$ cat src/sv/abw_pkg.sv
package abw_pkg;

    localparam int MAX_WIDTH_DEF  = 512;
    localparam int MAX_HEIGHT_DEF = 512;
    localparam int CHANNELS_DEF   = 3;

    localparam int CFG_W    = 32;
    localparam int IDX_W    = 3;
    localparam int DIM_W    = 13;   // holds any image size up to 4096
    localparam int PROD_W   = 45;   // 32-bit coefficient times 13-bit position
    localparam int SUM_W    = 47;   // two products plus an offset
    localparam int FRAC_W   = 16;
    localparam int WGT_W    = 34;   // product of two 17-bit weights
    localparam int BLEND_W  = 42;   // 8-bit channel times a weight
    localparam int ACC_W    = 44;   // four blend terms
    localparam int QDEPTH   = 4;

    typedef enum logic [IDX_W-1:0] {
        REG_COEF_CC,
        REG_COEF_CR,
        REG_OFF_C,
        REG_COEF_RC,
        REG_COEF_RR,
        REG_OFF_R,
        REG_COLS,
        REG_ROWS
    } t_reg_idx;

    typedef struct packed {
        logic signed [CFG_W-1:0] coef_cc;
        logic signed [CFG_W-1:0] coef_cr;
        logic signed [CFG_W-1:0] off_c;
        logic signed [CFG_W-1:0] coef_rc;
        logic signed [CFG_W-1:0] coef_rr;
        logic signed [CFG_W-1:0] off_r;
        logic [9:0]              cols;
        logic [9:0]              rows;
    } t_cfg;

    typedef enum logic [1:0] {
        K_LOAD,
        K_HIT,
        K_MISS
    } t_kind;

    // px/py: column and row parity of the written pixel or of the top-left neighbor
    typedef struct packed {
        t_kind kind;
        logic  px;
        logic  py;
    } t_qctl;

    typedef struct packed {
        logic [FRAC_W-1:0] fx;
        logic [FRAC_W-1:0] fy;
        logic [23:0]       pix;
    } t_qpay;

endpackage

$ cat src/sv/abw_fifo.sv
module abw_fifo #(
    parameter int W     = 8,
    parameter int DEPTH = 4
) (
    input  logic         i_clk,
    input  logic         i_rst_n,
    input  logic         i_push,
    input  logic [W-1:0] i_data,
    output logic         o_ready,
    output logic         o_valid,
    output logic [W-1:0] o_data,
    input  logic         i_pop
);
    import abw_pkg::*;

    localparam int PW = (DEPTH > 1) ? $clog2(DEPTH) : 1;
    localparam int CW = $clog2(DEPTH + 1);

    logic [W-1:0]  r_mem [DEPTH];
    logic [PW-1:0] r_wptr, n_wptr;
    logic [PW-1:0] r_rptr, n_rptr;
    logic [CW-1:0] r_count, n_count;

    function automatic logic [PW-1:0] f_inc(input logic [PW-1:0] p);
        return (p == PW'(DEPTH - 1)) ? '0 : PW'(p + PW'(1));
    endfunction

    always_comb begin
        n_wptr  = i_push ? f_inc(r_wptr) : r_wptr;
        n_rptr  = i_pop ? f_inc(r_rptr) : r_rptr;
        n_count = CW'(r_count + CW'(i_push) - CW'(i_pop));
    end

    always_ff @(posedge i_clk) begin
        if (!i_rst_n) begin
            r_wptr  <= '0;
            r_rptr  <= '0;
            r_count <= '0;
        end else begin
            r_wptr  <= n_wptr;
            r_rptr  <= n_rptr;
            r_count <= n_count;
        end
    end

    always_ff @(posedge i_clk) begin
        if (i_push) begin
            r_mem[r_wptr] <= i_data;
        end
    end

    assign o_ready = (r_count != CW'(DEPTH));
    assign o_valid = (r_count != '0);
    assign o_data  = r_mem[r_rptr];

`ifndef SYNTHESIS
    a_no_overflow: assert property (@(posedge i_clk) disable iff (!i_rst_n)
        !(i_push && r_count == CW'(DEPTH)))
        else $error("push into full queue");
    a_no_underflow: assert property (@(posedge i_clk) disable iff (!i_rst_n)
        !(i_pop && r_count == '0))
        else $error("pop from empty queue");
    a_count_track: assert property (@(posedge i_clk) disable iff (!i_rst_n)
        $past(i_rst_n) |-> r_count == CW'($past(r_count) + CW'($past(i_push))
                                          - CW'($past(i_pop))))
        else $error("queue occupancy out of step");
`endif
endmodule

$ cat config.mk
export PLATFORM = sky130hd
export DESIGN_NAME = abw_fifo
export DESIGN_NICKNAME = d
export VERILOG_FILES = /design/src/sv/abw_pkg.sv /design/src/sv/abw_fifo.sv
export SDC_FILE = /design/constraint.sdc
export NUM_CORES = 1
export LEC_CHECK = 0
export BUFFER_PORTS_ARGS = -buffer_cell sky130_fd_sc_hd__clkbuf_2
export CORE_MARGIN = 3
export CORE_UTILIZATION = 59
export DETAILED_ROUTE_END_ITERATION = 8
export HOLD_SLACK_MARGIN = 0.05
export PLACE_DENSITY = 0.82
export RECOVER_POWER = 50
export REMOVE_ABC_BUFFERS = 1
export SETUP_SLACK_MARGIN = 0.1
export SLEW_MARGIN = 20
export SYNTH_ARGS = -nofsm -noshare
export SYNTH_HDL_FRONTEND = slang
export SYNTH_SLANG_ARGS = --single-unit
$ cat constraint.sdc
create_clock -name i_clk -period 3.65 [get_ports i_clk]
set_input_delay 0.73 -clock i_clk [delete_from_list [all_inputs] [get_ports i_clk]]
set_output_delay 0.73 -clock i_clk [all_outputs]
set_load 0.1 [all_outputs]
==> out/metrics.cfg <==
[status]
status=finished, final reports clean

[synthesis]
postSynthCellCount=86
syn_area_sq_mm=0.00162
ys_ff_latch=41
yosysWarnings=0
ys_types=17
syn_area_per_cell_sq_um=18.8
synth_seq_area_share_pct=70.6

[timing]
finalHoldViolCount=0
tightest_slew_ns=0.599
finClkSkew_ns=0.0138
rsz0062_at_grt=false
setup_ws_ns=0.911
finalSetupTns_ns=0
period_share_pct=75.0
slew_headroom_pct=60.1
min_period_ns=2.74
fmax_mhz=365
setup_violations=0
finalMaxSlewViolations=0

[placement]
dp_cells=135
dp_hpwl_um=1840
port_buffers=21
place_ws_ns=1.28
gp_congestion=0.678

[detailed_routing]
wl_um=2520
drc_errors=0
drt_iter0_drc=26
ant_nets=0
dr_total_vias=794
viasPerCell=5.55
wire_per_inst_um=17.6
first_pass_iters=4

[layout]
num_antenna_cells=0
syn2layout_area_growth_pct=13.5
layoutNonFillerInstCount=143
nets=132
drive_above_1_share_pct=24.8

[clocking]
post_cts_buffers=0
clockBufferDepth=2
post_cts_resized=0
cts.htree.levels=2
clock_latency_ns=0.35
cts_buffers=5
cts_tree=done
cts_root_buffer=clkbuf_4
hold_buffers=0
clkTransAtPathRegs_ns=0.12
cts_sinks=41

[worst_hold_path]
hold_class=reg2reg
hp-start=r_wptr[0]
min_to=r_wptr[0]
hold_path_depth=2

[global_route]
antenna_found_initial=0
grt-ovfl-total=0
grt_pass1_vias=869
track_usage_pct=17.6
grt_max_degree=14
grt_pass1_wl_um=4110

[setup_path]
timing.rr.start=r_count[0]
crit_chain=mux4_2 -> clkbuf_2
critPathMaxStageDelay_ns=0.69
worstPathRequired_ns=2.92
cp_max_fo=8
rrSetupSlack_ns=2.05
path_buf_inv=1
timing.rr.end=r_count[2]
worstPathArrival_ns=2.01
crit_slowest_cell=dfxtp_1
worst-setup-path-type=reg2out
startpoint_type=flip-flop
cp_top_family=flip-flops
ff2ff_path_depth=7
end_kind=output port

[die]
die-width_um=58.3
die-area_sq_mm=0.00340
initial_utilization_pct=63.5
die_y_um=58.3
num_rows=18
ios=22
fp.coreArea_sq_mm=0.00254

[job]
cap_violations=0

[power_and_ir_drop]
total_power_mw=1.17
p_leak_nw=0.679
max-vdd-ir-drop_uv=520
power_density_mw_per_mm2=636

synthesized netlist by cell type, drive strengths merged:
cell type | count | area share [%]
edfxtp | 32 | 59
dfxtp | 9 | 11
mux4 | 8 | 11
ha | 7 | 5.4
inv | 7 | 1.6
and2 | 6 | 2.3
nor2 | 3 | 0.70
a21oi | 2 | 0.62
mux2i | 2 | 1.2
nand2b | 2 | 0.77
or3b | 2 | 1.1
buf | 1 | 0.70
clkbuf | 1 | 0.31
fa | 1 | 1.2
nand3 | 1 | 0.31
or3 | 1 | 0.39
xor3 | 1 | 1.5
worst max-delay path by stage:
stage / to / slack, ns / depth (start not counted)
global route: o_data[7] / 0.76 / 2
finish: o_data[7] / 0.91 / 2
floorplan: o_data[0] / 1.52 / 1
detailed placement: o_data[4] / 1.28 / 2
CTS: o_data[4] / 0.86 / 2
global placement: o_data[7] / 1.29 / 2
layout by cell type (no fill, tap or decap), types with 2 or more instances in the layout:
cell type and count:
a21oi_1 2, and2_1 5, bufinv_16 2, clkbuf_1 9, clkbuf_2 12, clkbuf_4 5
dfxtp_1 9, edfxtp_1 32, ha_1 7, inv_1 7, mux2i_1 2, mux4_2 8
nand2b_1 2, nor2_1 3, or3b_1 2
power by group:
part	total [mW]	leakage (nW)	switching (mW)	internal, mW
Sequential	0.551	0.368	0.0193	0.532
Combinational	0.262	0.255	0.195	0.0676
Clock	0.352	0.0552	0.140	0.212
worst min-delay path, stage by stage, from the launching register on:
cell      delay [ns]
dfxtp_1         0.36
nand2b_1        0.08
a21oi_1         0.06
registers in the layout, summed over array words and instances, names as in the netlist, named ones only:
| register | count |
|---|---|
| r_rptr | 2 |
| r_count | 3 |
| r_mem | 32 |
| r_wptr | 2 |
final cells by class:
type	instances	area, sq um
Multi-Input combinational cell	36	432
Sequential cell	41	1140
Inverter	7	26.3
Timing Repair Buffer	21	93.8
Fill cell	167	712
Clock buffer	5	37.5
Tap cell	30	37.5
Clock inverter	3	65.1
through the flow:
step	utilization, %	hold slack, ns	area, sq um
after floorplan	-	0.476	1600
after global placement	68.4	0.489	1740
after detailed placement	68.4	0.527	1740
after CTS	72.5	0.542	1840
after global routing	72.0	0.584	1830
final	72.0	0.537	1830
logic make-up (layout without fill, tap and decap cells):
kind of cell	Yosys count	count (layout)	synth area share (%)
xor gates and xnor gates	1	1	1.47
DFF	41	41	70.6
buffers and inverters	9	36	2.63
adders and majority gates	8	8	6.66
and+or+nand+nor	15	15	5.58
AOI/OAI and AO/OA	2	2	0.620
muxes	10	10	12.4
layer usage:
layer  global-route usage, %  vias to the layer above  share of wire, %
met5                       0                        -                 0
met4                    7.28                        0               2.3
met3                    7.46                        5               4.7
met2                    30.3                       20                54
met1                    19.1                      396                39
li1                        -                      373                 -
(Power assumes the default switching activity.)
