===== config.mk =====
export PLATFORM = sky130hd
export DESIGN_NAME = abw_front_flat
export DESIGN_NICKNAME = d
export VERILOG_FILES = /design/src/sv/abw_pkg.sv /design/src/sv/abw_in_if.sv /design/src/sv/abw_front.sv /design/src/flat_wrapper.sv
export SDC_FILE = /design/constraint.sdc
export NUM_CORES = 2
export LEC_CHECK = 0
export ABC_AREA = 1
export BUFFER_PORTS_ARGS = -buffer_cell sky130_fd_sc_hd__buf_2
export CORE_ASPECT_RATIO = 0.7
export CORE_MARGIN = 1.5
export CORE_UTILIZATION = 40
export DETAILED_ROUTE_END_ITERATION = 8
export HOLD_SLACK_MARGIN = 0.08
export MAX_ROUTING_LAYER = met4
export PLACE_DENSITY = 0.55
export SLEW_MARGIN = 25
export SYNTH_ARGS = -nofsm -noshare
export SYNTH_HDL_FRONTEND = slang
export SYNTH_SLANG_ARGS = --single-unit

===== constraint.sdc =====
create_clock -name i_clk -period 8.8 [get_ports i_clk]
set_clock_uncertainty 0.1 [all_clocks]
set_input_delay 1.76 -clock i_clk [delete_from_list [all_inputs] [get_ports i_clk]]
set_output_delay 1.76 -clock i_clk [all_outputs]
set_load 0.05 [all_outputs]

===== src/sv/abw_pkg.sv =====
package abw_pkg;

    localparam int MAX_WIDTH_DEF  = 512;
    localparam int MAX_HEIGHT_DEF = 512;
    localparam int CHANNELS_DEF   = 3;

    localparam int CFG_W    = 32;
    localparam int IDX_W    = 3;
    localparam int DIM_W    = 13;   // holds any image size up to 4096
    localparam int PROD_W   = 45;   // 32-bit coefficient times 13-bit position
    localparam int SUM_W    = 47;   // two products plus an offset
    localparam int FRAC_W   = 16;
    localparam int WGT_W    = 34;   // product of two 17-bit weights
    localparam int BLEND_W  = 42;   // 8-bit channel times a weight
    localparam int ACC_W    = 44;   // four blend terms
    localparam int QDEPTH   = 4;

    typedef enum logic [IDX_W-1:0] {
        REG_COEF_CC,
        REG_COEF_CR,
        REG_OFF_C,
        REG_COEF_RC,
        REG_COEF_RR,
        REG_OFF_R,
        REG_COLS,
        REG_ROWS
    } t_reg_idx;

    typedef struct packed {
        logic signed [CFG_W-1:0] coef_cc;
        logic signed [CFG_W-1:0] coef_cr;
        logic signed [CFG_W-1:0] off_c;
        logic signed [CFG_W-1:0] coef_rc;
        logic signed [CFG_W-1:0] coef_rr;
        logic signed [CFG_W-1:0] off_r;
        logic [9:0]              cols;
        logic [9:0]              rows;
    } t_cfg;

    typedef enum logic [1:0] {
        K_LOAD,
        K_HIT,
        K_MISS
    } t_kind;

    // px/py: column and row parity of the written pixel or of the top-left neighbor
    typedef struct packed {
        t_kind kind;
        logic  px;
        logic  py;
    } t_qctl;

    typedef struct packed {
        logic [FRAC_W-1:0] fx;
        logic [FRAC_W-1:0] fy;
        logic [23:0]       pix;
    } t_qpay;

endpackage


===== src/sv/abw_in_if.sv =====
interface abw_in_if;
    logic        valid;
    logic        ready;
    logic        mode;
    logic [8:0]  load_col;
    logic [8:0]  load_row;
    logic [7:0]  load_ch0;
    logic [7:0]  load_ch1;
    logic [7:0]  load_ch2;
    logic [11:0] out_col;
    logic [11:0] out_row;

    modport source (
        output valid, mode, load_col, load_row, load_ch0, load_ch1, load_ch2,
               out_col, out_row,
        input  ready
    );
    modport sink (
        input  valid, mode, load_col, load_row, load_ch0, load_ch1, load_ch2,
               out_col, out_row,
        output ready
    );
endinterface


===== src/sv/abw_front.sv =====
module abw_front #(
    parameter int MAX_WIDTH  = 512,
    parameter int MAX_HEIGHT = 512,
    localparam int HW        = (MAX_WIDTH + 1) / 2,
    localparam int HH        = (MAX_HEIGHT + 1) / 2,
    localparam int DEPTH     = HW * HH,
    localparam int AW        = (DEPTH > 1) ? $clog2(DEPTH) : 1
) (
    input  logic                 i_clk,
    input  logic                 i_rst_n,
    abw_in_if.sink               i_pix,
    input  abw_pkg::t_cfg        i_cfg,
    output logic                 o_push,
    input  logic                 i_q_ready,
    output abw_pkg::t_qctl       o_ctl,
    output abw_pkg::t_qpay       o_pay,
    output logic [3:0][AW-1:0]   o_addr
);
    import abw_pkg::*;

    localparam int XW = $clog2(MAX_WIDTH);
    localparam int YW = $clog2(MAX_HEIGHT);

    logic                     adv1, adv2;

    // stage 1: products
    logic                     r_v1;
    logic                     r_mode1;
    logic [8:0]               r_lcol1, r_lrow1;
    logic [23:0]              r_pix1;
    logic signed [PROD_W-1:0] r_pcc1, r_pcr1, r_prc1, r_prr1;
    logic signed [PROD_W-1:0] n_pcc, n_pcr, n_prc, n_prr;

    // stage 2: source point
    logic                     r_v2;
    logic                     r_mode2;
    logic [8:0]               r_lcol2, r_lrow2;
    logic [23:0]              r_pix2;
    logic signed [SUM_W-1:0]  r_pc2, r_pr2;

    // classification
    logic [DIM_W-1:0]         cols_eff, rows_eff;
    logic                     in_c, in_r, ld_ok, drop2;
    logic [XW-1:0]            ix;
    logic [YW-1:0]            iy;
    logic [XW-1:0]            colp [2];
    logic [YW-1:0]            rowp [2];

    always_comb begin
        n_pcc = i_cfg.coef_cc * $signed({1'b0, i_pix.out_col});
        n_pcr = i_cfg.coef_cr * $signed({1'b0, i_pix.out_row});
        n_prc = i_cfg.coef_rc * $signed({1'b0, i_pix.out_col});
        n_prr = i_cfg.coef_rr * $signed({1'b0, i_pix.out_row});
    end

    assign adv2        = !r_v2 || drop2 || i_q_ready;
    assign adv1        = !r_v1 || adv2;
    assign i_pix.ready = adv1;

    always_ff @(posedge i_clk) begin
        if (!i_rst_n) begin
            r_v1 <= 1'b0;
            r_v2 <= 1'b0;
        end else begin
            if (adv1) begin
                r_v1 <= i_pix.valid;
            end
            if (adv2) begin
                r_v2 <= r_v1;
            end
        end
    end

    always_ff @(posedge i_clk) begin
        if (adv1) begin
            r_mode1 <= i_pix.mode;
            r_lcol1 <= i_pix.load_col;
            r_lrow1 <= i_pix.load_row;
            r_pix1  <= {i_pix.load_ch2, i_pix.load_ch1, i_pix.load_ch0};
            r_pcc1  <= n_pcc;
            r_pcr1  <= n_pcr;
            r_prc1  <= n_prc;
            r_prr1  <= n_prr;
        end
        if (adv2) begin
            r_mode2 <= r_mode1;
            r_lcol2 <= r_lcol1;
            r_lrow2 <= r_lrow1;
            r_pix2  <= r_pix1;
            r_pc2   <= SUM_W'(r_pcc1) + SUM_W'(r_pcr1) + SUM_W'(i_cfg.off_c);
            r_pr2   <= SUM_W'(r_prc1) + SUM_W'(r_prr1) + SUM_W'(i_cfg.off_r);
        end
    end

    // Clamp the size to the store, then test the interior [0, size-1).
    always_comb begin
        cols_eff = (DIM_W'(i_cfg.cols) > DIM_W'(MAX_WIDTH)) ? DIM_W'(MAX_WIDTH)
                                                           : DIM_W'(i_cfg.cols);
        rows_eff = (DIM_W'(i_cfg.rows) > DIM_W'(MAX_HEIGHT)) ? DIM_W'(MAX_HEIGHT)
                                                            : DIM_W'(i_cfg.rows);
        in_c = !r_pc2[SUM_W-1] && (cols_eff >= DIM_W'(2))
               && (r_pc2[SUM_W-2:FRAC_W] < (SUM_W-1-FRAC_W)'(cols_eff - DIM_W'(1)));
        in_r = !r_pr2[SUM_W-1] && (rows_eff >= DIM_W'(2))
               && (r_pr2[SUM_W-2:FRAC_W] < (SUM_W-1-FRAC_W)'(rows_eff - DIM_W'(1)));
        ld_ok = ({4'b0, r_lcol2} < DIM_W'(MAX_WIDTH))
                && ({4'b0, r_lrow2} < DIM_W'(MAX_HEIGHT));
        drop2 = r_v2 && !r_mode2 && !ld_ok;

        ix = r_pc2[FRAC_W +: XW];
        iy = r_pr2[FRAC_W +: YW];
        // even banks hold the neighbor after an odd index
        colp[0] = XW'((XW+1)'(ix) + (XW+1)'(1) >> 1);
        colp[1] = ix >> 1;
        rowp[0] = YW'((YW+1)'(iy) + (YW+1)'(1) >> 1);
        rowp[1] = iy >> 1;
    end

    always_comb begin
        o_push = r_v2 && !drop2 && i_q_ready;
        o_pay  = '{fx: r_pc2[FRAC_W-1:0], fy: r_pr2[FRAC_W-1:0], pix: r_pix2};
        if (!r_mode2) begin
            o_ctl     = '{kind: K_LOAD, px: r_lcol2[0], py: r_lrow2[0]};
            o_addr    = '0;
            o_addr[0] = AW'(AW'(r_lrow2 >> 1) * AW'(HW) + AW'(r_lcol2 >> 1));
        end else begin
            o_ctl = '{kind: (in_c && in_r) ? K_HIT : K_MISS, px: ix[0], py: iy[0]};
            for (int b = 0; b < 4; b++) begin
                o_addr[b] = AW'(AW'(rowp[b / 2]) * AW'(HW) + AW'(colp[b % 2]));
            end
        end
    end
endmodule


===== src/flat_wrapper.sv =====
// flat-port wrapper written by rule: the top's interface ports become plain ports
module abw_front_flat import abw_pkg::*;
#(
    parameter int MAX_WIDTH  = 512,
    parameter int MAX_HEIGHT = 512,
    localparam int HW        = (MAX_WIDTH + 1) / 2,
    localparam int HH        = (MAX_HEIGHT + 1) / 2,
    localparam int DEPTH     = HW * HH,
    localparam int AW        = (DEPTH > 1) ? $clog2(DEPTH) : 1
)
  (i_clk, i_rst_n, i_cfg, o_push, i_q_ready, o_ctl, o_pay, o_addr, i_pix_valid, i_pix_mode, i_pix_load_col, i_pix_load_row, i_pix_load_ch0, i_pix_load_ch1, i_pix_load_ch2, i_pix_out_col, i_pix_out_row, i_pix_ready);
  abw_in_if i_pix_i ();
  input  logic i_clk;
  input  logic i_rst_n;
  input  abw_pkg::t_cfg i_cfg;
  output logic o_push;
  input  logic i_q_ready;
  output abw_pkg::t_qctl o_ctl;
  output abw_pkg::t_qpay o_pay;
  output logic [3:0][AW-1:0] o_addr;
  input wire logic [$bits(i_pix_i.valid)-1:0] i_pix_valid;
  input wire logic [$bits(i_pix_i.mode)-1:0] i_pix_mode;
  input wire logic [$bits(i_pix_i.load_col)-1:0] i_pix_load_col;
  input wire logic [$bits(i_pix_i.load_row)-1:0] i_pix_load_row;
  input wire logic [$bits(i_pix_i.load_ch0)-1:0] i_pix_load_ch0;
  input wire logic [$bits(i_pix_i.load_ch1)-1:0] i_pix_load_ch1;
  input wire logic [$bits(i_pix_i.load_ch2)-1:0] i_pix_load_ch2;
  input wire logic [$bits(i_pix_i.out_col)-1:0] i_pix_out_col;
  input wire logic [$bits(i_pix_i.out_row)-1:0] i_pix_out_row;
  output wire logic [$bits(i_pix_i.ready)-1:0] i_pix_ready;
  assign i_pix_i.valid = i_pix_valid;
  assign i_pix_i.mode = i_pix_mode;
  assign i_pix_i.load_col = i_pix_load_col;
  assign i_pix_i.load_row = i_pix_load_row;
  assign i_pix_i.load_ch0 = i_pix_load_ch0;
  assign i_pix_i.load_ch1 = i_pix_load_ch1;
  assign i_pix_i.load_ch2 = i_pix_load_ch2;
  assign i_pix_i.out_col = i_pix_out_col;
  assign i_pix_i.out_row = i_pix_out_row;
  assign i_pix_ready = i_pix_i.ready;
  abw_front #(.MAX_WIDTH(MAX_WIDTH), .MAX_HEIGHT(MAX_HEIGHT)) u_core (.i_clk(i_clk), .i_rst_n(i_rst_n), .i_pix(i_pix_i), .i_cfg(i_cfg), .o_push(o_push), .i_q_ready(i_q_ready), .o_ctl(o_ctl), .o_pay(o_pay), .o_addr(o_addr));
endmodule

==> reports/qor.txt <==
Max Cap Viol - 0
layout cells sized above 1 - 6.60%
CTS Buf Count - 44
Die ar. - 198000 µm²
Avg Vias per Cell - 4.89
CP top delay family - simple AND/OR/NAND/NOR gates
clk slew on worst S/H paths - 0.06 ns
die width - 531 µm
multi-input logic area - 55000 µm²
CP most frequent cell - nand2_1
Final period util - 87.5%
RePlAce Congestion - 0.954
area grow syn2layout - 7.58%
per-cell routed wire length - 18.9 µm
flops & latches, synth - 362
setup bufs post-CTS - 0
Final setup viols - 0
initial antenna violation count - 22
number of synthesized flops with an enable pin - 360
gr usage total - 25.0%
hold_buf cts - 0
worst path cell trace - buf_2, inv_1, nand2_1, nor2_1, nand2_1, nand2_2, nand2_1, nand2_1, inv_1, nand3_1, ha_1, nand2_1, inv_1, nand3_1, nor4_1, inv_1, nor4_1, nand2_1, nand3_1, nand2_1, inv_1, buf_2
fraction of registers with async set/reset - 0%
most frequent cell after synthesis - inv_1
nets@finish - 12066
Port Buffers - 408
CTS Buffer Depth - 3
Seq/Total Area, Yosys - 13.9%
routed vias - 60765
wire length of the first global-routing pass - 369000 µm
Warnings, synthesis - 0
Clock Tree Root - clkbuf_16
Max Clk Rate - 130 MHz
Ports - 409
Gate Count Post-Synth - 9623
critical path type - in2out
RSZ-0062 raised after global routing - no
Post-DRT Antenna Nets - 0
arrival time at the worst endpoint - 5.84 ns
vias in the first global route - 63469
top cells by count, synth - 2824 x inv_1, 2253 x nand2_1, 1444 x fa_1, 554 x ha_1, 384 x a21oi_1
Slew HR - 31.1%
drt first-iter violations - 4189
CTS sink cnt - 362
library cells used by synthesis - 55
Initial Util - 40.3%
FF/Latch Area - 10900 µm²
WP data required - 6.94 ns
worst hold path class - reg2reg
critical path peak fanout - 17
WP buf/inv - 7
grt total ovfl - 0
synthesized cell area - 77900 µm²
status - finished, final reports clean
TNS Setup - 0 ns
final non-filler cell total - 12429
Max Slew Vio Count - 0
top cell type's share of synthesized area - 37.1%
Worst path slowest cell - nand3_1
Worst-Margin Slew - 1.03 ns
Worst path max stage delay - 0.68 ns
Synth area leaders - fa_1 37%, edfxtp_1 14%, inv_1 14%, nand2_1 11%, ha_1 8.9%
DRT Pass-1 Iters - 6
pin count of the biggest net entering global routing - 123
post-layout util - 43.3%
Hold Fails Final Rpt - 0
startpoint type of the worst setup path - input port
Fillers - 19672
CTS tree - done
Synth area leader - fa_1
clock latency on the worst-skew pair - 0.64 ns
drt drc - 0
dpl cells - 12342
Synth Area per Inst - 8.10 µm²
post-CTS sizing - 0
nature of the critical path endpoint - output pin
die height - 372 µm
Primary FF master, synth - edfxtp_1
hpwl dp - 199000 µm
Core ar. - 194000 µm²
Final min period - 7.70 ns
Std-Cell Rows - 135
CTS H-Tree Depth - 2
Total Wirelength - 235000 µm
Mapped Nets - 11904
## path summary, 6_finish.rpt
| kind | depth (start not counted) | start | slack [ns] | end |
|---|---|---|---|---|
| setup / recovery | 22 | i_cfg[3] | 1.10 | o_ctl[3] |
| hold reg to reg | 0 | u_core.r_pix1[19]$_DFFE_PP_ | 0.32 | u_core.r_pix2[19]$_DFFE_PP_ |
| setup reg to reg | 15 | u_core.r_prr1[1]$_DFFE_PP_ | 5.00 | u_core.r_pr2[41]$_DFFE_PP_ |
| hold / removal | 0 | u_core.r_pix1[19]$_DFFE_PP_ | 0.32 | u_core.r_pix2[19]$_DFFE_PP_ |
## layer usage
metal	vias to the layer above	wire, µm	GRT usage, %
li1	28429	-	-
met1	30439	109000	34.5
met2	1682	108000	39.8
met3	215	13000	2.69
met4	0	5450	5.28
met5	-	0	-
## cells in the final DEF (no fill, tap or decap), drive strengths merged, types with 8 or more instances in the layout
master     n
a21o      33
nand2   2281
fa      1444
a21oi    396
o21a      29
diode      8
clkinv    18
nor3      42
a21boi    10
nor2     400
ha       554
clkbuf    48
inv     2844
xor2     151
nand4     33
a211oi     8
nand3    183
and3      13
nor4      44
edfxtp   360
o221ai    14
buf      459
o21bai    31
o21ai    207
a31oi     65
xnor2    118
## metrics by stage
| step | worst slack [ns] | hold WS, ns | instance area [µm²] |
|---|---|---|---|
| after floorplan | 2.03 | 0.300 | 77900 |
| after global routing | 0.667 | 0.325 | 83800 |
| after detailed placement | 0.926 | 0.305 | 82400 |
| final | 1.10 | 0.317 | 83800 |
| after global placement | 0.770 | 0.301 | 82400 |
| after CTS | 1.08 | 0.317 | 83800 |
## cell type report
type	count	area share (%)
Antenna cell	8	0.0239
Clock buffer	48	1.33
Clock inverter	31	0.379
Inverter	2836	12.7
Multi-Input combinational cell	6082	65.6
Sequential cell	362	12.9
Tap cell	2603	3.88
Timing Repair Buffer	459	3.10
## logic make-up after synthesis
kind of cell             Yosys count  synth area share [%]
buffers and inverters           3179                  15.5
adder cells (fa/ha/maj)         1998                  46.0
AO/OA/AOI/OAI                    807                  5.94
flip-flops                       362                  13.9
AND/OR/NAND/NOR                 3008                  15.6
XOR/XNOR                         269                  3.03
## worst reg2reg max path, cell delays in order, from the launching register on
cell	delay [ns]
edfxtp_1	0.48
fa_1	0.60
ha_1	0.34
inv_1	0.14
fa_1	0.46
nand3b_1	0.17
nand2_1	0.18
inv_1	0.10
o211ai_2	0.29
nand2_1	0.11
nand2_2	0.10
nand3_1	0.08
nand2_1	0.11
nand3_1	0.11
nand3_1	0.09
nand2_1	0.09
## state kept, by name, indices dropped and copies added, names as in the netlist
name	flops
u_core.r_v2	1
u_core.r_lcol1	9
u_core.r_v1	1
u_core.r_pix2	24
u_core.r_pc2	47
u_core.r_pix1	24
u_core.r_lrow2	9
u_core.r_prc1	45
u_core.r_mode2	1
u_core.r_lcol2	9
u_core.r_lrow1	9
u_core.r_mode1	1
u_core.r_pcc1	45
u_core.r_prr1	45
u_core.r_pcr1	45
u_core.r_pr2	47
Power is left out: the tool's default activity adds up to more than one toggle a clock period on the data nets, which glitch-free logic cannot reach.
